$ cat config.mk
export PLATFORM = sky130hd
export DESIGN_NAME = sbl_filter
export DESIGN_NICKNAME = d
export VERILOG_FILES = /design/src/rtl/core/separable_5x5_blur_defines.svh /design/src/rtl/core/sbl_pkg.sv /design/src/rtl/core/sbl_filter.sv
export SDC_FILE = /design/constraint.sdc
export NUM_CORES = 1
export LEC_CHECK = 0
export BUFFER_PORTS_ARGS = -buffer_cell sky130_fd_sc_hd__buf_2
export CAP_MARGIN = 20
export CORE_UTILIZATION = 25
export CTS_CLUSTER_DIAMETER = 120
export CTS_CLUSTER_SIZE = 14
export DETAILED_ROUTE_END_ITERATION = 8
export PLACE_DENSITY = 0.45
export SYNTH_ARGS = -nofsm -noshare
export SYNTH_HDL_FRONTEND = slang
export SYNTH_SLANG_ARGS = --single-unit
export TNS_END_PERCENT = 100
$ cat constraint.sdc
create_clock -name i_clk -period 11.85 [get_ports i_clk]
set_input_delay 0.5925 -clock i_clk [delete_from_list [all_inputs] [get_ports i_clk]]
set_output_delay 0.5925 -clock i_clk [all_outputs]
set_load 0.03 [all_outputs]
$ cat src/rtl/core/separable_5x5_blur_defines.svh
// Assertion macros shared by the blur RTL
`ifndef SEPARABLE_5X5_BLUR_DEFINES_SVH
`define SEPARABLE_5X5_BLUR_DEFINES_SVH

`ifndef NO_ASSERTIONS

// Same-cycle implication, checked on every rising edge outside reset
`define SBL_ASSERT_IMP(name, clk, rst_n, ante, cons) \
    name: assert property (@(posedge clk) disable iff (!rst_n) (ante) |-> (cons)) \
        else $error("sbl: same-cycle check failed");

// Next-cycle implication, checked on every rising edge outside reset
`define SBL_ASSERT_NXT(name, clk, rst_n, ante, cons) \
    name: assert property (@(posedge clk) disable iff (!rst_n) (ante) |=> (cons)) \
        else $error("sbl: next-cycle check failed");

`else

`define SBL_ASSERT_IMP(name, clk, rst_n, ante, cons)
`define SBL_ASSERT_NXT(name, clk, rst_n, ante, cons)

`endif

`endif

$ cat src/rtl/core/sbl_pkg.sv
// Shared constants and types of the 5x5 blur
`default_nettype none

package sbl_pkg;

    // Line memory geometry
    localparam int MAX_WIDTH   = 1024;
    localparam int KERNEL_SIZE = 5;
    localparam int COL_W       = $clog2(MAX_WIDTH);
    localparam int LANES       = KERNEL_SIZE - 1;
    localparam int SLOT_W      = $clog2(LANES);

    // Frame size registers and counters
    localparam int WIDTH_W  = 11;
    localparam int HEIGHT_W = 12;
    localparam int ROW_W    = 12;
    localparam int MIN_SIZE = 5;
    localparam int CMP_W    = ((COL_W > WIDTH_W) ? COL_W : WIDTH_W) + 1;
    localparam int RCMP_W   = ROW_W + 1;

    // Pixel layout: channel 0 blue, 1 green, 2 red
    localparam int CH_W   = 8;
    localparam int NUM_CH = 3;

    // Kernel weights 1 2 4 2 1 as left shifts
    localparam int TAP_SHIFT [KERNEL_SIZE] = '{0, 1, 2, 1, 0};

    // Sum widths: column sum up to 10*255, full sum up to 100*255
    localparam int VSUM_W = 12;
    localparam int HSUM_W = 15;

    // Divide by 100: multiply by ceil(2^22 / 100) and take bits above 22
    localparam int                RECIP_W     = 16;
    localparam int                RECIP_SHIFT = 22;
    localparam logic [RECIP_W-1:0] RECIP      = 16'd41944;
    localparam int                PROD_W      = HSUM_W + RECIP_W;

    // Item codes
    localparam logic OP_PIXEL = 1'b0;
    localparam logic OP_DRAIN = 1'b1;

    typedef logic [CH_W-1:0] t_chan;
    typedef t_chan [NUM_CH-1:0] t_pixel;
    typedef t_pixel [LANES-1:0] t_line;

    // Per-item control leaving the sequencer
    typedef struct packed {
        logic              shift;
        logic              emit;
        logic              inner;
        logic              frame_end;
        logic [SLOT_W-1:0] slot;
    } t_ctrl;

    // Control that travels with the filter stages
    typedef struct packed {
        logic emit;
        logic inner;
        logic frame_end;
    } t_tag;

    // One result word
    typedef struct packed {
        t_pixel pix;
        logic   frame_end;
    } t_res;

endpackage

`default_nettype wire

$ cat src/rtl/core/sbl_filter.sv
// Column sums, row sum and divide by the kernel weight
`default_nettype none

module sbl_filter (
    input  logic            i_clk,
    input  logic            i_rst_n,
    input  logic            i_en,
    input  sbl_pkg::t_ctrl  i_ctrl,
    input  sbl_pkg::t_pixel i_pixel,
    input  sbl_pkg::t_line  i_line,
    output logic            o_emit,
    output sbl_pkg::t_res   o_res
);
    import sbl_pkg::*;

    // Only the centre column onwards is needed for border copy
    localparam int CTR_DEPTH = KERNEL_SIZE / 2 + 1;

    t_pixel            row_px [KERNEL_SIZE];
    logic [VSUM_W-1:0] vsum_new [NUM_CH];
    logic [HSUM_W-1:0] hsum [NUM_CH];

    logic [VSUM_W-1:0] r_vsum [KERNEL_SIZE][NUM_CH];
    t_pixel            r_ctr [CTR_DEPTH];
    t_tag              r_col_tag;
    t_tag              r_sum_tag;
    t_tag              r_prod_tag;
    logic [HSUM_W-1:0] r_hsum [NUM_CH];
    t_pixel            r_sum_ctr;
    logic [PROD_W-1:0] r_prod [NUM_CH];
    t_pixel            r_prod_ctr;

    // Put the stored rows in window order, oldest on top
    always_comb begin
        for (int i = 0; i < LANES; i++) begin
            row_px[i] = i_line[SLOT_W'(i_ctrl.slot + SLOT_W'(i))];
        end
        row_px[KERNEL_SIZE-1] = i_pixel;
    end

    // Weight the incoming column
    always_comb begin
        for (int c = 0; c < NUM_CH; c++) begin
            vsum_new[c] = '0;
            for (int k = 0; k < KERNEL_SIZE; k++) begin
                vsum_new[c] = vsum_new[c] + (VSUM_W'(row_px[k][c]) << TAP_SHIFT[k]);
            end
        end
    end

    // Weight the five column sums across the window
    always_comb begin
        for (int c = 0; c < NUM_CH; c++) begin
            hsum[c] = '0;
            for (int k = 0; k < KERNEL_SIZE; k++) begin
                hsum[c] = hsum[c] + (HSUM_W'(r_vsum[k][c]) << TAP_SHIFT[k]);
            end
        end
    end

    // Slide the window one column
    always_ff @(posedge i_clk) begin
        if (i_en && i_ctrl.shift) begin
            for (int j = 0; j < KERNEL_SIZE - 1; j++) begin
                r_vsum[j] <= r_vsum[j+1];
            end
            r_vsum[KERNEL_SIZE-1] <= vsum_new;
            for (int j = 0; j < CTR_DEPTH - 1; j++) begin
                r_ctr[j] <= r_ctr[j+1];
            end
            r_ctr[CTR_DEPTH-1] <= row_px[KERNEL_SIZE/2];
        end
    end

    // Advance the stage tags
    always_ff @(posedge i_clk) begin
        if (!i_rst_n) begin
            r_col_tag  <= '0;
            r_sum_tag  <= '0;
            r_prod_tag <= '0;
        end else if (i_en) begin
            r_col_tag  <= '{emit: i_ctrl.emit, inner: i_ctrl.inner,
                            frame_end: i_ctrl.frame_end};
            r_sum_tag  <= r_col_tag;
            r_prod_tag <= r_sum_tag;
        end
    end

    // Register the window sum, then the reciprocal product
    always_ff @(posedge i_clk) begin
        if (i_en) begin
            r_hsum     <= hsum;
            r_sum_ctr  <= r_ctr[0];
            r_prod_ctr <= r_sum_ctr;
            for (int c = 0; c < NUM_CH; c++) begin
                r_prod[c] <= PROD_W'(r_hsum[c]) * PROD_W'(RECIP);
            end
        end
    end

    // Blur inside, copy the centre pixel near the border
    always_comb begin
        for (int c = 0; c < NUM_CH; c++) begin
            o_res.pix[c] = r_prod_tag.inner ? r_prod[c][RECIP_SHIFT +: CH_W] : r_prod_ctr[c];
        end
        o_res.frame_end = r_prod_tag.frame_end;
    end

    assign o_emit = r_prod_tag.emit;

endmodule

`default_nettype wire

[After elaboration in Yosys (flattened, before gate mapping)]
Memories as Yosys holds them, arrays and structs flattened. A register that Yosys moved wholly into a read port is not among the register bits.
Cells that the tools add are included.
Word-level totals
  logic and storage cells: 68
  memories: 3
  output and inout bits: 26
  memory bits (writable): 336
  bits in registers: 78
  input port bits: 129
Memories
  r_vsum: depth 5, width 36, read ports 5, clocked after memory_dff 0, wr ports 5, line sbl_filter.sv:23  | logic [VSUM_W-1:0] r_vsum [KERNEL_SIZE][NUM_CH];
  r_prod: depth 3, width 28, read ports 3, clocked after memory_dff 0, wr ports 3, line sbl_filter.sv:30  | logic [PROD_W-1:0] r_prod [NUM_CH];
  r_ctr: depth 3, width 24, read ports 3, clocked after memory_dff 1, wr ports 3, line sbl_filter.sv:24  | t_pixel r_ctr [CTR_DEPTH];
Cells by class
  add/sub/neg operators: 27
  order comparisons: 4
  muxes and demuxes: 15
  reduce and logical (&&, ||, !) cells: 1
  $mul: 3
Operators with widths (number)
  24-bit binary-select mux with 2-bit select: 4
  24-bit 2-to-1 mux: 4
  15-bit by 13-bit multiplier with 28-bit output, second input constant: 3
  14-bit by 14-bit adder with 15-bit output: 3
  15-bit by 12-bit adder with 15-bit output: 3
  15-bit by 13-bit adder with 15-bit output: 3
  12-bit by 13-bit adder with 14-bit output: 3
  11-bit by 9-bit adder with 12-bit output: 3
  12-bit by 8-bit adder with 12-bit output: 3
  10-bit by 10-bit adder with 11-bit output: 3
  8-bit by 9-bit adder with 10-bit output: 3
  8-bit 2-to-1 mux: 3
  2-bit by 3-bit less-than comparator with 1-bit output, second input constant: 4
  2-bit adder, second input constant: 2
  1-bit 2-to-1 mux: 4
  2-bit by 1-bit adder with 2-bit output, second input constant: 1
  1-bit logical AND: 1

[Logic depth before layout (Yosys ltp)]
  depth in word-level cells: 7
  depth in mapped cells: 20
  mapped depth without buffers: 18

[Least setup slack after synthesis]
OpenSTA, ideal clock, no wires.
  path type: input to register
  start: input i_en
  end: memory r_ctr[0][0] in the netlist's numbering (enable)
  required time: 11.206 ns
  library setup time: 0.644 ns
  slack: 4.390 ns
  stages on the path: 2
  data arrival time: 6.816 ns
  buffers on the path: 1
  cells stage by stage: clkbuf_1 -> and2_1
RTL lines
  start, declared: line sbl_filter.sv:7  | input logic i_en,
  end, declared: line sbl_filter.sv:24

==> impl_metrics.py <==
metrics = {
    "placed_design": {
        "portBuffers": 154,
        "place.gp.congestion": 0.790,
        "dp_hpwl_um": 55300,
    },
    "layout": {
        "layout-drive-gt1-share_pct": 13.0,
        "area_delta_synth_final_pct": 12.2,
        "utilization_pct": 28.4,
        "num-nets-final": 3314,
    },
    "detailed_routing": {
        "first_pass_iters": 5,
        "wl_um": 66200,
        "wire_per_inst_um": 16.3,
        "vias_per_cell": 4.03,
        "drc": 0,
        "drt_iter0_drc": 978,
        "route.vias.total": 16400,
        "antenna_left": 0,
    },
    "sta": {
        "finalMaxSlewViolations": 0,
        "rsz0062_at_grt": "false",
        "clock_skew_ns": 0.0308,
        "fmax_ghz": 0.186,
        "fin_setup_tns_ns": 0,
        "min_period_ns": 5.39,
        "setup_viol": 0,
        "hold_violations": 0,
        "fin_crit_sh_pct": 45.5,
        "worst_pin_slew_ns": 1.02,
        "slew_headroom_pct": 31.7,
    },
    "grt": {
        "antenna_found_initial": 24,
        "grt_max_degree": 77,
        "grt_use_total_pct": 11.0,
        "grt-ovfl-total": 0,
        "grt_pass1_vias": 17600,
        "grt_pass1_wl_um": 104000,
    },
    "die": {
        "rows": 127,
        "start_util_pct": 25.3,
        "die_h_um": 351,
        "io_pins": 155,
        "die_area_sq_um": 124000,
        "coreArea_sq_um": 120000,
        "dieWidth_um": 351,
    },
    "run_status": {
        "outcome": "completed",
    },
    "clocking": {
        "cts_resized": 0,
        "cts_tree": "built",
        "ctsHoldBuffers": 0,
        "cts_setup_buffers": 0,
        "cts_buffer_depth": 3,
        "htree_num_levels": 2,
        "cts.sinks": 378,
        "worstSkewPairLatency_ns": 0.58,
        "clk_pin_slew_ns": 0.07,
        "numCtsBuffers": 34,
        "root_buffer": "clkbuf_16",
    },
    "synth": {
        "synth-main-ff-cell": "edfxtp_1",
        "post-synth-top-area-cell": "edfxtp_1",
        "ys_ff_latch": 378,
        "synthTopCellsByArea": "edfxtp_1, fa_1, ha_1",
        "synthDistinctLibCells": 57,
        "synthTopCellsByCount": "inv_1, fa_1, ha_1",
        "syn_avg_cell_area_sq_um": 13.5,
        "yosysWarnings": 0,
        "async_flop_share_pct": 0,
        "synth-seq-area-share_pct": 36.9,
        "post-synth-top-count-cell": "inv_1",
        "yosysTopAreaCellShare_pct": 36.3,
        "syn_inst": 2265,
        "synth_edf_count": 369,
        "syn_nets": 3147,
        "synth_area_sq_um": 30500,
    },
    "setup_path": {
        "worstReg2RegStart": "r_hsum[12]",
        "crit_start": "r_hsum[12]",
        "startpoint_type": "flip-flop",
        "critPathMaxFanout": 7,
        "endpoint_kind": "flip-flop",
        "crit_required_ns": 12.15,
        "reg2reg_slack_ns": 6.46,
        "critPathArrivalTime_ns": 5.69,
        "critical_path_class": "reg2reg",
    },
    "flow_run": {
        "cap_viol_max_count": 0,
    },
    "min_path": {
        "worstHoldStart": "i_ctrl[4]",
        "min_path_type": "in2reg",
    },
}
-- critical path, cell delays in order (launching register included) --
cell	delay (ns)
edfxtp_1	0.62
fa_1	0.50
ha_1	0.28
inv_1	0.05
fa_1	0.52
inv_1	0.05
fa_1	0.47
inv_1	0.05
fa_1	0.47
inv_1	0.04
ha_1	0.29
and4_1	0.24
and3_1	0.20
nand4_1	0.09
nand2_1	0.05
a311oi_1	0.80
o21a_1	0.30
o311ai_0	0.12
-- cells in the final DEF, fill, tap and decap left out, drive strengths merged, types with 6 or more instances in the layout --
cell / count
a21o: 20
nor2: 38
mux2i: 25
nand2: 47
nand4: 8
o211ai: 6
nor3: 20
o21bai: 12
dfxtp: 9
o21ai: 39
or2: 6
clkbuf: 35
buf: 162
mux2: 35
a21oi: 77
edfxtp: 369
inv: 518
ha: 375
xor2: 19
fa: 378
diode: 9
a21boi: 6
o21a: 10
xnor2: 47
mux4: 64
a211oi: 15
nor2b: 28
nand3: 14
-- per-stage QoR --
step	area, sq um	hold WS (ns)	std cells	setup WS [ns]
floorplan	30500	0.400	2265	4.39
global placement	33300	0.401	4008	6.10
detailed placement	33300	0.405	4008	6.07
CTS	34200	0.262	4050	6.42
global route	34200	0.291	4053	6.16
finish	34200	0.300	4059	6.46
-- cell type report --
cell class | count | area (sq um)
timing repair buffer | 162 | 842
antenna | 9 | 22.5
sequential | 378 | 11300
fill | 12400 | 86200
tap | 1612 | 2020
multi-input combinational | 1339 | 17200
inverter | 517 | 1940
clock buffer | 35 | 855
clock inverter | 7 | 98.8
-- worst paths after layout --
path | end | cells after the start
setup / recovery | r_prod[0][81] | 17
hold / removal | r_col_tag[2] | 3
setup reg to reg | r_prod[0][81] | 17
hold reg to reg | r_prod_ctr[0] | 0
-- metal layers --
layer | routed length, um | part of all wire, % | up-vias | track usage (%)
met5 | 55 | 0.083 | - | 0
met1 | 33300 | 50 | 8080 | 16.7
met2 | 27800 | 42 | 257 | 16.4
met3 | 4090 | 6.2 | 52 | 1.96
li1 | - | - | 7972 | -
met4 | 925 | 1.4 | 10 | 2.17
-- flip-flops by register name (all words and copies together) (netlist names) --
signal and flops:
r_prod_ctr 24, r_prod 24, r_vsum 180, r_ctr 72, r_sum_tag 3, r_sum_ctr 24
r_prod_tag 1, r_hsum 45, o_emit 1, o_res 1, r_col_tag 3
-- cells by family after synthesis --
kind of cell / after synthesis / synth area share, %
mux: 124 / 6.83
xor+xnor: 66 / 1.89
fa+ha+maj: 753 / 40.2
flops: 378 / 36.9
simple gates: 181 / 2.89
compound gates: 215 / 4.57
buf+inv: 548 / 6.76
Power is not shown: default switching activity piles up to over one toggle a cycle in this logic, so the estimate is an artifact.
