$ cat src/rtl/core/separable_5x5_blur_defines.svh
// Assertion macros shared by the blur RTL
`ifndef SEPARABLE_5X5_BLUR_DEFINES_SVH
`define SEPARABLE_5X5_BLUR_DEFINES_SVH

`ifndef NO_ASSERTIONS

// Same-cycle implication, checked on every rising edge outside reset
`define SBL_ASSERT_IMP(name, clk, rst_n, ante, cons) \
    name: assert property (@(posedge clk) disable iff (!rst_n) (ante) |-> (cons)) \
        else $error("sbl: same-cycle check failed");

// Next-cycle implication, checked on every rising edge outside reset
`define SBL_ASSERT_NXT(name, clk, rst_n, ante, cons) \
    name: assert property (@(posedge clk) disable iff (!rst_n) (ante) |=> (cons)) \
        else $error("sbl: next-cycle check failed");

`else

`define SBL_ASSERT_IMP(name, clk, rst_n, ante, cons)
`define SBL_ASSERT_NXT(name, clk, rst_n, ante, cons)

`endif

`endif

$ cat src/rtl/core/sbl_pkg.sv
// Shared constants and types of the 5x5 blur
`default_nettype none

package sbl_pkg;

    // Line memory geometry
    localparam int MAX_WIDTH   = 1024;
    localparam int KERNEL_SIZE = 5;
    localparam int COL_W       = $clog2(MAX_WIDTH);
    localparam int LANES       = KERNEL_SIZE - 1;
    localparam int SLOT_W      = $clog2(LANES);

    // Frame size registers and counters
    localparam int WIDTH_W  = 11;
    localparam int HEIGHT_W = 12;
    localparam int ROW_W    = 12;
    localparam int MIN_SIZE = 5;
    localparam int CMP_W    = ((COL_W > WIDTH_W) ? COL_W : WIDTH_W) + 1;
    localparam int RCMP_W   = ROW_W + 1;

    // Pixel layout: channel 0 blue, 1 green, 2 red
    localparam int CH_W   = 8;
    localparam int NUM_CH = 3;

    // Kernel weights 1 2 4 2 1 as left shifts
    localparam int TAP_SHIFT [KERNEL_SIZE] = '{0, 1, 2, 1, 0};

    // Sum widths: column sum up to 10*255, full sum up to 100*255
    localparam int VSUM_W = 12;
    localparam int HSUM_W = 15;

    // Divide by 100: multiply by ceil(2^22 / 100) and take bits above 22
    localparam int                RECIP_W     = 16;
    localparam int                RECIP_SHIFT = 22;
    localparam logic [RECIP_W-1:0] RECIP      = 16'd41944;
    localparam int                PROD_W      = HSUM_W + RECIP_W;

    // Item codes
    localparam logic OP_PIXEL = 1'b0;
    localparam logic OP_DRAIN = 1'b1;

    typedef logic [CH_W-1:0] t_chan;
    typedef t_chan [NUM_CH-1:0] t_pixel;
    typedef t_pixel [LANES-1:0] t_line;

    // Per-item control leaving the sequencer
    typedef struct packed {
        logic              shift;
        logic              emit;
        logic              inner;
        logic              frame_end;
        logic [SLOT_W-1:0] slot;
    } t_ctrl;

    // Control that travels with the filter stages
    typedef struct packed {
        logic emit;
        logic inner;
        logic frame_end;
    } t_tag;

    // One result word
    typedef struct packed {
        t_pixel pix;
        logic   frame_end;
    } t_res;

endpackage

`default_nettype wire

$ cat src/rtl/core/sbl_seq.sv
// Raster counters, drain control and line memory addressing
`default_nettype none
`include "separable_5x5_blur_defines.svh"

module sbl_seq (
    input  logic                         i_clk,
    input  logic                         i_rst_n,
    input  logic                         i_en,
    input  logic                         i_valid,
    input  logic                         i_op,
    input  sbl_pkg::t_pixel              i_pixel,
    input  logic [sbl_pkg::WIDTH_W-1:0]  i_image_width,
    input  logic [sbl_pkg::HEIGHT_W-1:0] i_image_height,
    output logic [sbl_pkg::COL_W-1:0]    o_mem_addr,
    output logic                         o_mem_wr_en,
    output logic [sbl_pkg::SLOT_W-1:0]   o_mem_lane,
    output sbl_pkg::t_ctrl               o_s1_ctrl,
    output sbl_pkg::t_pixel              o_s1_pixel
);
    import sbl_pkg::*;

    logic [COL_W-1:0]  r_in_col;
    logic [ROW_W-1:0]  r_in_row;
    logic [COL_W-1:0]  r_out_col;
    logic [ROW_W-1:0]  r_out_row;
    logic [SLOT_W-1:0] r_slot;
    logic              r_done;
    t_ctrl             r_s1_ctrl;
    t_pixel            r_s1_pixel;

    logic [COL_W-1:0]  n_in_col;
    logic [ROW_W-1:0]  n_in_row;
    logic [COL_W-1:0]  n_out_col;
    logic [ROW_W-1:0]  n_out_row;
    logic [SLOT_W-1:0] n_slot;
    logic              n_done;

    logic [CMP_W-1:0]    w_eff;
    logic [HEIGHT_W-1:0] h_eff;
    logic                accept;
    logic                px_take;
    logic                drain;
    logic                shift;
    logic                go;
    logic                emit;
    logic                col_last;
    logic                row_last;
    logic                ocol_last;
    logic                orow_last;
    logic                inner;
    logic                frame_end;

    // Clamp the frame size to the supported range
    always_comb begin
        if (CMP_W'(i_image_width) < CMP_W'(MIN_SIZE)) begin
            w_eff = CMP_W'(MIN_SIZE);
        end else if (CMP_W'(i_image_width) > CMP_W'(MAX_WIDTH)) begin
            w_eff = CMP_W'(MAX_WIDTH);
        end else begin
            w_eff = CMP_W'(i_image_width);
        end
        h_eff = (i_image_height < HEIGHT_W'(MIN_SIZE)) ? HEIGHT_W'(MIN_SIZE) : i_image_height;
    end

    // Classify the word and find the edges of the frame
    assign accept  = i_en & i_valid;
    assign px_take = accept & (i_op == OP_PIXEL) & ~r_done;
    assign drain   = accept & (i_op == OP_DRAIN) & r_done;
    assign shift   = px_take | drain;
    assign go      = px_take & ((r_in_row >= ROW_W'(3)) |
                                ((r_in_row == ROW_W'(2)) & (r_in_col >= COL_W'(2))));
    assign emit    = go | drain;

    assign col_last  = (CMP_W'(r_in_col) + CMP_W'(1)) >= w_eff;
    assign row_last  = (RCMP_W'(r_in_row) + RCMP_W'(1)) >= RCMP_W'(h_eff);
    assign ocol_last = (CMP_W'(r_out_col) + CMP_W'(1)) >= w_eff;
    assign orow_last = (RCMP_W'(r_out_row) + RCMP_W'(1)) >= RCMP_W'(h_eff);
    assign frame_end = ocol_last & orow_last;

    // Output pixel lies at least two away from every border
    assign inner = (r_out_row >= ROW_W'(2)) &&
                   ((RCMP_W'(r_out_row) + RCMP_W'(2)) < RCMP_W'(h_eff)) &&
                   (r_out_col >= COL_W'(2)) &&
                   ((CMP_W'(r_out_col) + CMP_W'(2)) < w_eff);

    // Advance the input and output raster positions
    always_comb begin
        n_in_col  = r_in_col;
        n_in_row  = r_in_row;
        n_out_col = r_out_col;
        n_out_row = r_out_row;
        n_slot    = r_slot;
        n_done    = r_done;
        if (shift) begin
            if (col_last) begin
                n_in_col = '0;
                n_slot   = r_slot + SLOT_W'(1);
                if (px_take) begin
                    if (row_last) begin
                        n_in_row = '0;
                        n_done   = 1'b1;
                    end else begin
                        n_in_row = r_in_row + ROW_W'(1);
                    end
                end
            end else begin
                n_in_col = r_in_col + COL_W'(1);
            end
        end
        if (emit) begin
            if (ocol_last) begin
                n_out_col = '0;
                if (orow_last) begin
                    // Last pixel of the frame: rewind for the next one
                    n_out_row = '0;
                    n_in_col  = '0;
                    n_in_row  = '0;
                    n_slot    = '0;
                    n_done    = 1'b0;
                end else begin
                    n_out_row = r_out_row + ROW_W'(1);
                end
            end else begin
                n_out_col = r_out_col + COL_W'(1);
            end
        end
    end

    // Hold counters and the first pipeline stage
    always_ff @(posedge i_clk) begin
        if (!i_rst_n) begin
            r_in_col  <= '0;
            r_in_row  <= '0;
            r_out_col <= '0;
            r_out_row <= '0;
            r_slot    <= '0;
            r_done    <= 1'b0;
            r_s1_ctrl <= '0;
        end else begin
            r_in_col  <= n_in_col;
            r_in_row  <= n_in_row;
            r_out_col <= n_out_col;
            r_out_row <= n_out_row;
            r_slot    <= n_slot;
            r_done    <= n_done;
            if (i_en) begin
                r_s1_ctrl <= '{shift:     shift,
                               emit:      emit,
                               inner:     inner & emit,
                               frame_end: frame_end & emit,
                               slot:      r_slot};
            end
        end
    end

    // Carry the new pixel alongside the memory read
    always_ff @(posedge i_clk) begin
        if (i_en) begin
            r_s1_pixel <= i_pixel;
        end
    end

    assign o_mem_addr  = r_in_col;
    assign o_mem_wr_en = px_take;
    assign o_mem_lane  = r_slot;
    assign o_s1_ctrl   = r_s1_ctrl;
    assign o_s1_pixel  = r_s1_pixel;

    `SBL_ASSERT_IMP(a_done_row_clear, i_clk, i_rst_n, r_done, r_in_row == '0)
    `SBL_ASSERT_IMP(a_emit_needs_shift, i_clk, i_rst_n, r_s1_ctrl.emit, r_s1_ctrl.shift)
    `SBL_ASSERT_NXT(a_stall_holds_pos, i_clk, i_rst_n, !i_en, $stable(r_in_col) && $stable(r_slot))

endmodule

`default_nettype wire

$ cat config.mk
export PLATFORM = sky130hd
export DESIGN_NAME = sbl_seq
export DESIGN_NICKNAME = d
export VERILOG_FILES = /design/src/rtl/core/sbl_pkg.sv /design/src/rtl/core/sbl_seq.sv
export VERILOG_INCLUDE_DIRS = /design/src /design/src/rtl/core
export SDC_FILE = /design/constraint.sdc
export NUM_CORES = 1
export LEC_CHECK = 0
export BUFFER_PORTS_ARGS = -buffer_cell sky130_fd_sc_hd__buf_2
export CAP_MARGIN = 25
export CELL_PAD_IN_SITES_DETAIL_PLACEMENT = 1
export CELL_PAD_IN_SITES_GLOBAL_PLACEMENT = 1
export CORE_MARGIN = 3
export CORE_UTILIZATION = 35
export DETAILED_ROUTE_END_ITERATION = 8
export PLACE_DENSITY_LB_ADDON = 0.1
export SETUP_SLACK_MARGIN = 0.5
export SLEW_MARGIN = 25
export SYNTH_ARGS = -nofsm -noshare
export SYNTH_HDL_FRONTEND = slang
export SYNTH_SLANG_ARGS = --single-unit
$ cat constraint.sdc
create_clock -name i_clk -period 4.05 [get_ports i_clk]
set_input_delay 1.215 -clock i_clk [delete_from_list [all_inputs] [get_ports i_clk]]
set_output_delay 1.215 -clock i_clk [all_outputs]
set_load 0.005 [all_outputs]
# ---- Word level (Yosys, flattened, before mapping)
# Index checks and enable logic that the tools add are counted.
dict set report classes {
  addsub 11
  magnitude_cmp 13
  n_eq_ne 1
  mux 29
  n_bitwise 15
  reduce_logical 4
}
# op count
set ops {}
lappend ops {{12-bit two-way mux} 10}
lappend ops {{10-bit two-way mux} 6}
lappend ops {{12-bit by 1-bit adder with 13-bit output, second input constant} 2}
lappend ops {{13-bit by 12-bit >= comparator with 1-bit output} 2}
lappend ops {{12-bit by 1-bit adder with 12-bit output, second input constant} 2}
lappend ops {{11-bit by 12-bit >= comparator with 1-bit output} 2}
lappend ops {{12-bit by 2-bit >= comparator with 1-bit output, second input constant} 2}
lappend ops {{10-bit by 1-bit adder with 11-bit output, second input constant} 2}
lappend ops {{10-bit by 1-bit adder with 10-bit output, second input constant} 2}
lappend ops {{10-bit by 2-bit >= comparator with 1-bit output, second input constant} 2}
lappend ops {{12-bit by 2-bit adder with 13-bit output, second input constant} 1}
lappend ops {{13-bit by 12-bit < comparator with 1-bit output} 1}
lappend ops {{12-bit by 2-bit == test with 1-bit output, second input constant} 1}
lappend ops {{11-bit by 12-bit < comparator with 1-bit output} 1}
lappend ops {{12-bit by 3-bit < comparator with 1-bit output, second input constant} 1}
lappend ops {{10-bit by 2-bit adder with 11-bit output, second input constant} 1}
lappend ops {{11-bit > comparator, second input constant} 1}
lappend ops {{11-bit by 3-bit < comparator with 1-bit output, second input constant} 1}
lappend ops {{11-bit two-way mux} 1}
lappend ops {{1-bit bitwise AND} 10}
lappend ops {{2-bit two-way mux} 5}
lappend ops {{1-bit two-way mux} 7}
lappend ops {{1-bit logical AND} 3}
lappend ops {{1-bit OR} 3}
lappend ops {{other kinds (3)} 4}
dict set report totals {
  register_bits 77
  inputBits 52
  out_inout_bits 43
  elab_cells 87
}

# ---- Longest topological paths before layout
dict set report logic_depth {
  word_depth 10
  mapped_depth 15
}

# ---- Least setup slack after synthesis
# OpenSTA, ideal clock, no wires.
dict set report synth_path {
  path_type {input -> register}
  startpoint {input port i_image_width[4] (netlist bit)}
  endpoint {register r_in_col[2], in the netlist o_mem_addr[2]}
  arrival_ns 4.021
  required_time_ns 3.980
  slack_ns -0.041
  stages 13
  n_path_buf 1
  cell_sequence {nor4_1 -> nand2_1 -> o41ai_1 -> nand2_1 -> ha_1 -> and3_1 -> and3_1 -> a221o_1 -> or2_1 -> buf_2 -> nor2_2 -> nand3b_1 -> a21oi_1}
}
dict set report synth_via {
  elab_chain_len 9
}
# item line_no
set synth_lines {}
lappend synth_lines {{start, declared} sbl_seq.sv:12} ;# input logic [sbl_pkg::WIDTH_W-1:0] i_image_width,
lappend synth_lines {{11-bit > comparator} sbl_seq.sv:57} ;# end else if (CMP_W'(i_image_width) > CMP_W'(MAX_WIDTH)) begin
lappend synth_lines {{11-bit two-way mux} sbl_seq.sv:57}
lappend synth_lines {{12-bit two-way mux (*)} sbl_seq.sv:55} ;# if (CMP_W'(i_image_width) < CMP_W'(MIN_SIZE)) begin
lappend synth_lines {{11-bit by 12-bit >= comparator with 1-bit output} sbl_seq.sv:74} ;# assign col_last = (CMP_W'(r_in_col) + CMP_W'(1)) >= w_eff;
lappend synth_lines {{10-bit two-way mux} sbl_seq.sv:95} ;# if (col_last) begin
lappend synth_lines {{10-bit two-way mux} sbl_seq.sv:94} ;# if (shift) begin
lappend synth_lines {{10-bit two-way mux} sbl_seq.sv:113} ;# if (orow_last) begin
lappend synth_lines {{10-bit two-way mux} sbl_seq.sv:111} ;# if (ocol_last) begin
lappend synth_lines {{10-bit two-way mux (*)} sbl_seq.sv:110} ;# if (emit) begin
lappend synth_lines {{end signal, assigned} sbl_seq.sv:140} ;# r_in_col <= n_in_col;
lappend synth_lines {{end, declared} sbl_seq.sv:22} ;# logic [COL_W-1:0] r_in_col;
# Every way passes the cells marked *; elsewhere a longest branch is shown, timed or not.
# A chain may end at the register's enable or synchronous reset.

# ---- Final worst setup path
dict set report layout_path {
  startpoint {input port i_image_width[4] (netlist bit)}
  endpoint {register r_in_col[0], in the netlist o_mem_addr[0]}
}
# Same word-level chain as after synthesis.

==> impl_metrics.json <==
{
  "outcome": "complete, no violations",
  "switching_share_pct": 27.1,
  "netlist.area_leader.share_pct": 19.1,
  "clk_pin_slew_ps": 60,
  "regArea_um2": 1780,
  "clkPwrFrac_pct": 43.9,
  "leakagePower_nw": 3.32,
  "dr.pass1.iters": 4,
  "multi_input_area_um2": 3940,
  "dieArea_um2": 17500,
  "start_util_pct": 36.2,
  "worst_slack_ps": 312,
  "grt_max_degree": 26,
  "ys_top_cells_by_count": "ha_1 (79), dfxtp_1 (53), nor2_1 (53)",
  "cts-root-buf": "clkbuf_16",
  "synth_flop_cell": "dfxtp_1",
  "grt_pass1_wl_um": 27200,
  "power_switching_mw": 0.499,
  "worst_ep_arrival_time_ps": 3980,
  "rsz0062_at_grt": "yes",
  "worstSetupStartpointType": "input port",
  "yosysWarnings": 0,
  "post-dp-hpwl_um": 12500,
  "hold_class": "flip-flop to flip-flop",
  "syn_area_um2": 5570,
  "final.setup_skew_ps": 8.64,
  "p_total_mw": 1.85,
  "cp_max_fo": 6,
  "syn_inst": 623,
  "async_flop_share_pct": 0,
  "cts_buffers": 9,
  "critPathRequiredTime_ps": 4300,
  "clkSinkCount": 77,
  "clk_path_buf_depth": 2,
  "path_class": "input port to flip-flop",
  "yosysUniqueCellTypes": 61,
  "clk_latency_ps": 360,
  "placement_rows": 45,
  "dp.cells": 922,
  "vias": 5043,
  "ys_ff_latch": 77,
  "period_needed_ps": 3740,
  "drc": 0,
  "vias_per_cell": 5.27,
  "globalRouteOverflowTotal": 0,
  "synthTopCellsByArea": "dfxtp_1 (19%), ha_1 (18%), edfxtp_1 (13%)",
  "power_frac_comb_pct": 11.4,
  "synth-edff-count": 24,
  "peakVddDrop_uv": 188,
  "rrSetupSlack_ps": 590,
  "finalNetCount": 872,
  "syn_area_per_cell_um2": 8.94,
  "pre_cts_slack_ps": -301,
  "drtIter0Drc": 243,
  "power_density_nw_per_um2": 253,
  "fp.dieH_um": 132,
  "fin_cells": 957,
  "slew_viol_final": 0,
  "drive_above_1_share_pct": 30.3,
  "wl_per_cell_um": 17.4,
  "place_congestion": 0.797,
  "tritoncts": "done",
  "area_growth_pct": 30.7,
  "n_antenna_cell": 0,
  "ios": 95,
  "final_area_um2": 7280,
  "cts_hold_buf": 0,
  "ys_seq_area_share_pct": 32.0,
  "syn_nets": 754,
  "fp.dieW_um": 132,
  "post-synth-top-count-cell": "ha_1",
  "grt_usage_pct": 19.2,
  "maxSlewHeadroom_pct": 57.2,
  "io_buffer_count": 94,
  "nFillCells": 1754,
  "postPlaceCellArea_um2": 6450,
  "timing.final.crit_share_pct": 92.3,
  "worst_slew_pin_slew_ps": 642,
  "drt_wl_total_um": 16700,
  "grt_pass1_vias": 5322,
  "synth.largest_area_cell": "dfxtp_1",
  "holdWs_ps": 491,
  "h-tree-depth": 3,
  "intPower_mw": 1.35,
  "finalHoldViolCount": 0,
  "setup_viol": 0,
  "fp.coreArea_um2": 15400,
  "maxCapViolations": 0,
  "fmax_ghz": 0.268,
  "antenna_found_initial": 0,
  "p_seq_share_pct": 44.7,
  "end_kind": "flip-flop",
  "final_antenna_net_count": 0
}
[per-stage QoR]
stage | setup TNS (ps) | utilization (%)
floorplan | 0 | -
global placement | -2270 | 42.0
detailed placement | -6250 | 42.0
CTS | 0 | 46.0
global route | 0 | 47.4
finish | 0 | 47.4
[logic make-up after synthesis]
family / Yosys count / share of synthesized area (%)
adders and majority gates: 79 / 17.8
xor gates and xnor gates: 64 / 10.1
DFF: 77 / 32.0
AOI/OAI and AO/OA: 114 / 14.1
buffers and inverters: 60 / 4.74
muxes: 2 / 0.360
and+or+nand+nor: 227 / 21.0
[final timing paths]
path                        startpoint                        end  depth (start not counted)
min reg2reg  o_s1_ctrl[5]$_SDFFE_PN0P_  o_s1_ctrl[5]$_SDFFE_PN0P_                          2
max reg2reg  r_out_row[2]$_SDFFE_PN0P_  r_out_row[6]$_SDFFE_PN0P_                         12
max                   i_image_width[4]   o_mem_addr[0]$_SDFF_PN0_                         16
min          o_s1_ctrl[5]$_SDFFE_PN0P_  o_s1_ctrl[5]$_SDFFE_PN0P_                          2
[flip-flops by register name, indices dropped and copies added (netlist names)]
signal      flops
o_mem_addr     10
r_out_col      10
r_out_row      12
r_in_row       12
r_done          1
o_s1_pixel     24
o_mem_lane      2
o_s1_ctrl       6
[final cells by class]
cell class,count,area share [%]
Multi-Input combinational cell,488,54.1
Sequential cell,77,24.5
Timing Repair Buffer,138,12.3
Tap cell,211,3.63
Clock buffer,9,3.09
Inverter,27,1.46
Clock inverter,7,0.928
[layout by cell type, fill, tap and decap left out, types with 26 or more instances in the layout]
| master | count |
|---|---|
| xnor2_1 | 33 |
| nor2_1 | 46 |
| xor2_1 | 31 |
| buf_2 | 92 |
| buf_4 | 34 |
| ha_1 | 72 |
| nand2_1 | 39 |
| dfxtp_1 | 52 |
| inv_1 | 26 |
| nand3_1 | 30 |
[critical path: stages]
cell	delay [ps]
buf_8	100
nor4_4	290
nand2_2	120
o41ai_4	290
buf_6	210
nand2_8	70
ha_4	270
nand3_2	80
or3_1	390
a21oi_2	180
o21ai_4	110
buf_6	140
o21ai_4	210
buf_6	150
buf_16	130
a21oi_2	40
[power groups by stage]
stage | Combinational (mW) | Sequential, mW | Clock, mW
final | 0.209 | 0.825 | 0.811
after floorplan | 0.0776 | 0.844 | 0
after global routing | 0.234 | 0.827 | 0.863
after detailed placement | 0.175 | 0.843 | 0
after global placement | 0.168 | 0.841 | 0
after CTS | 0.202 | 0.825 | 0.835
[repair_timing]
item / CTS / global route
gates cloned: 3 / 1
resized for setup: 39 / 38
setup buffers: 11 / 4
pin swaps: 9 / 10
endpoints found under the setup margin: 48 / 48
[layer usage]
layer / wire [um] / up-vias / part of all wire [%] / GRT usage [%]
li1: - / 2500 / - / -
met1: 7310 / 2436 / 44 / 23.8
met2: 8390 / 84 / 50 / 33.6
met3: 613 / 23 / 3.7 / 3.97
met4: 367 / 0 / 2.2 / 6.07
met5: 0 / - / 0 / 0
Power figures use the tool's default switching activity.
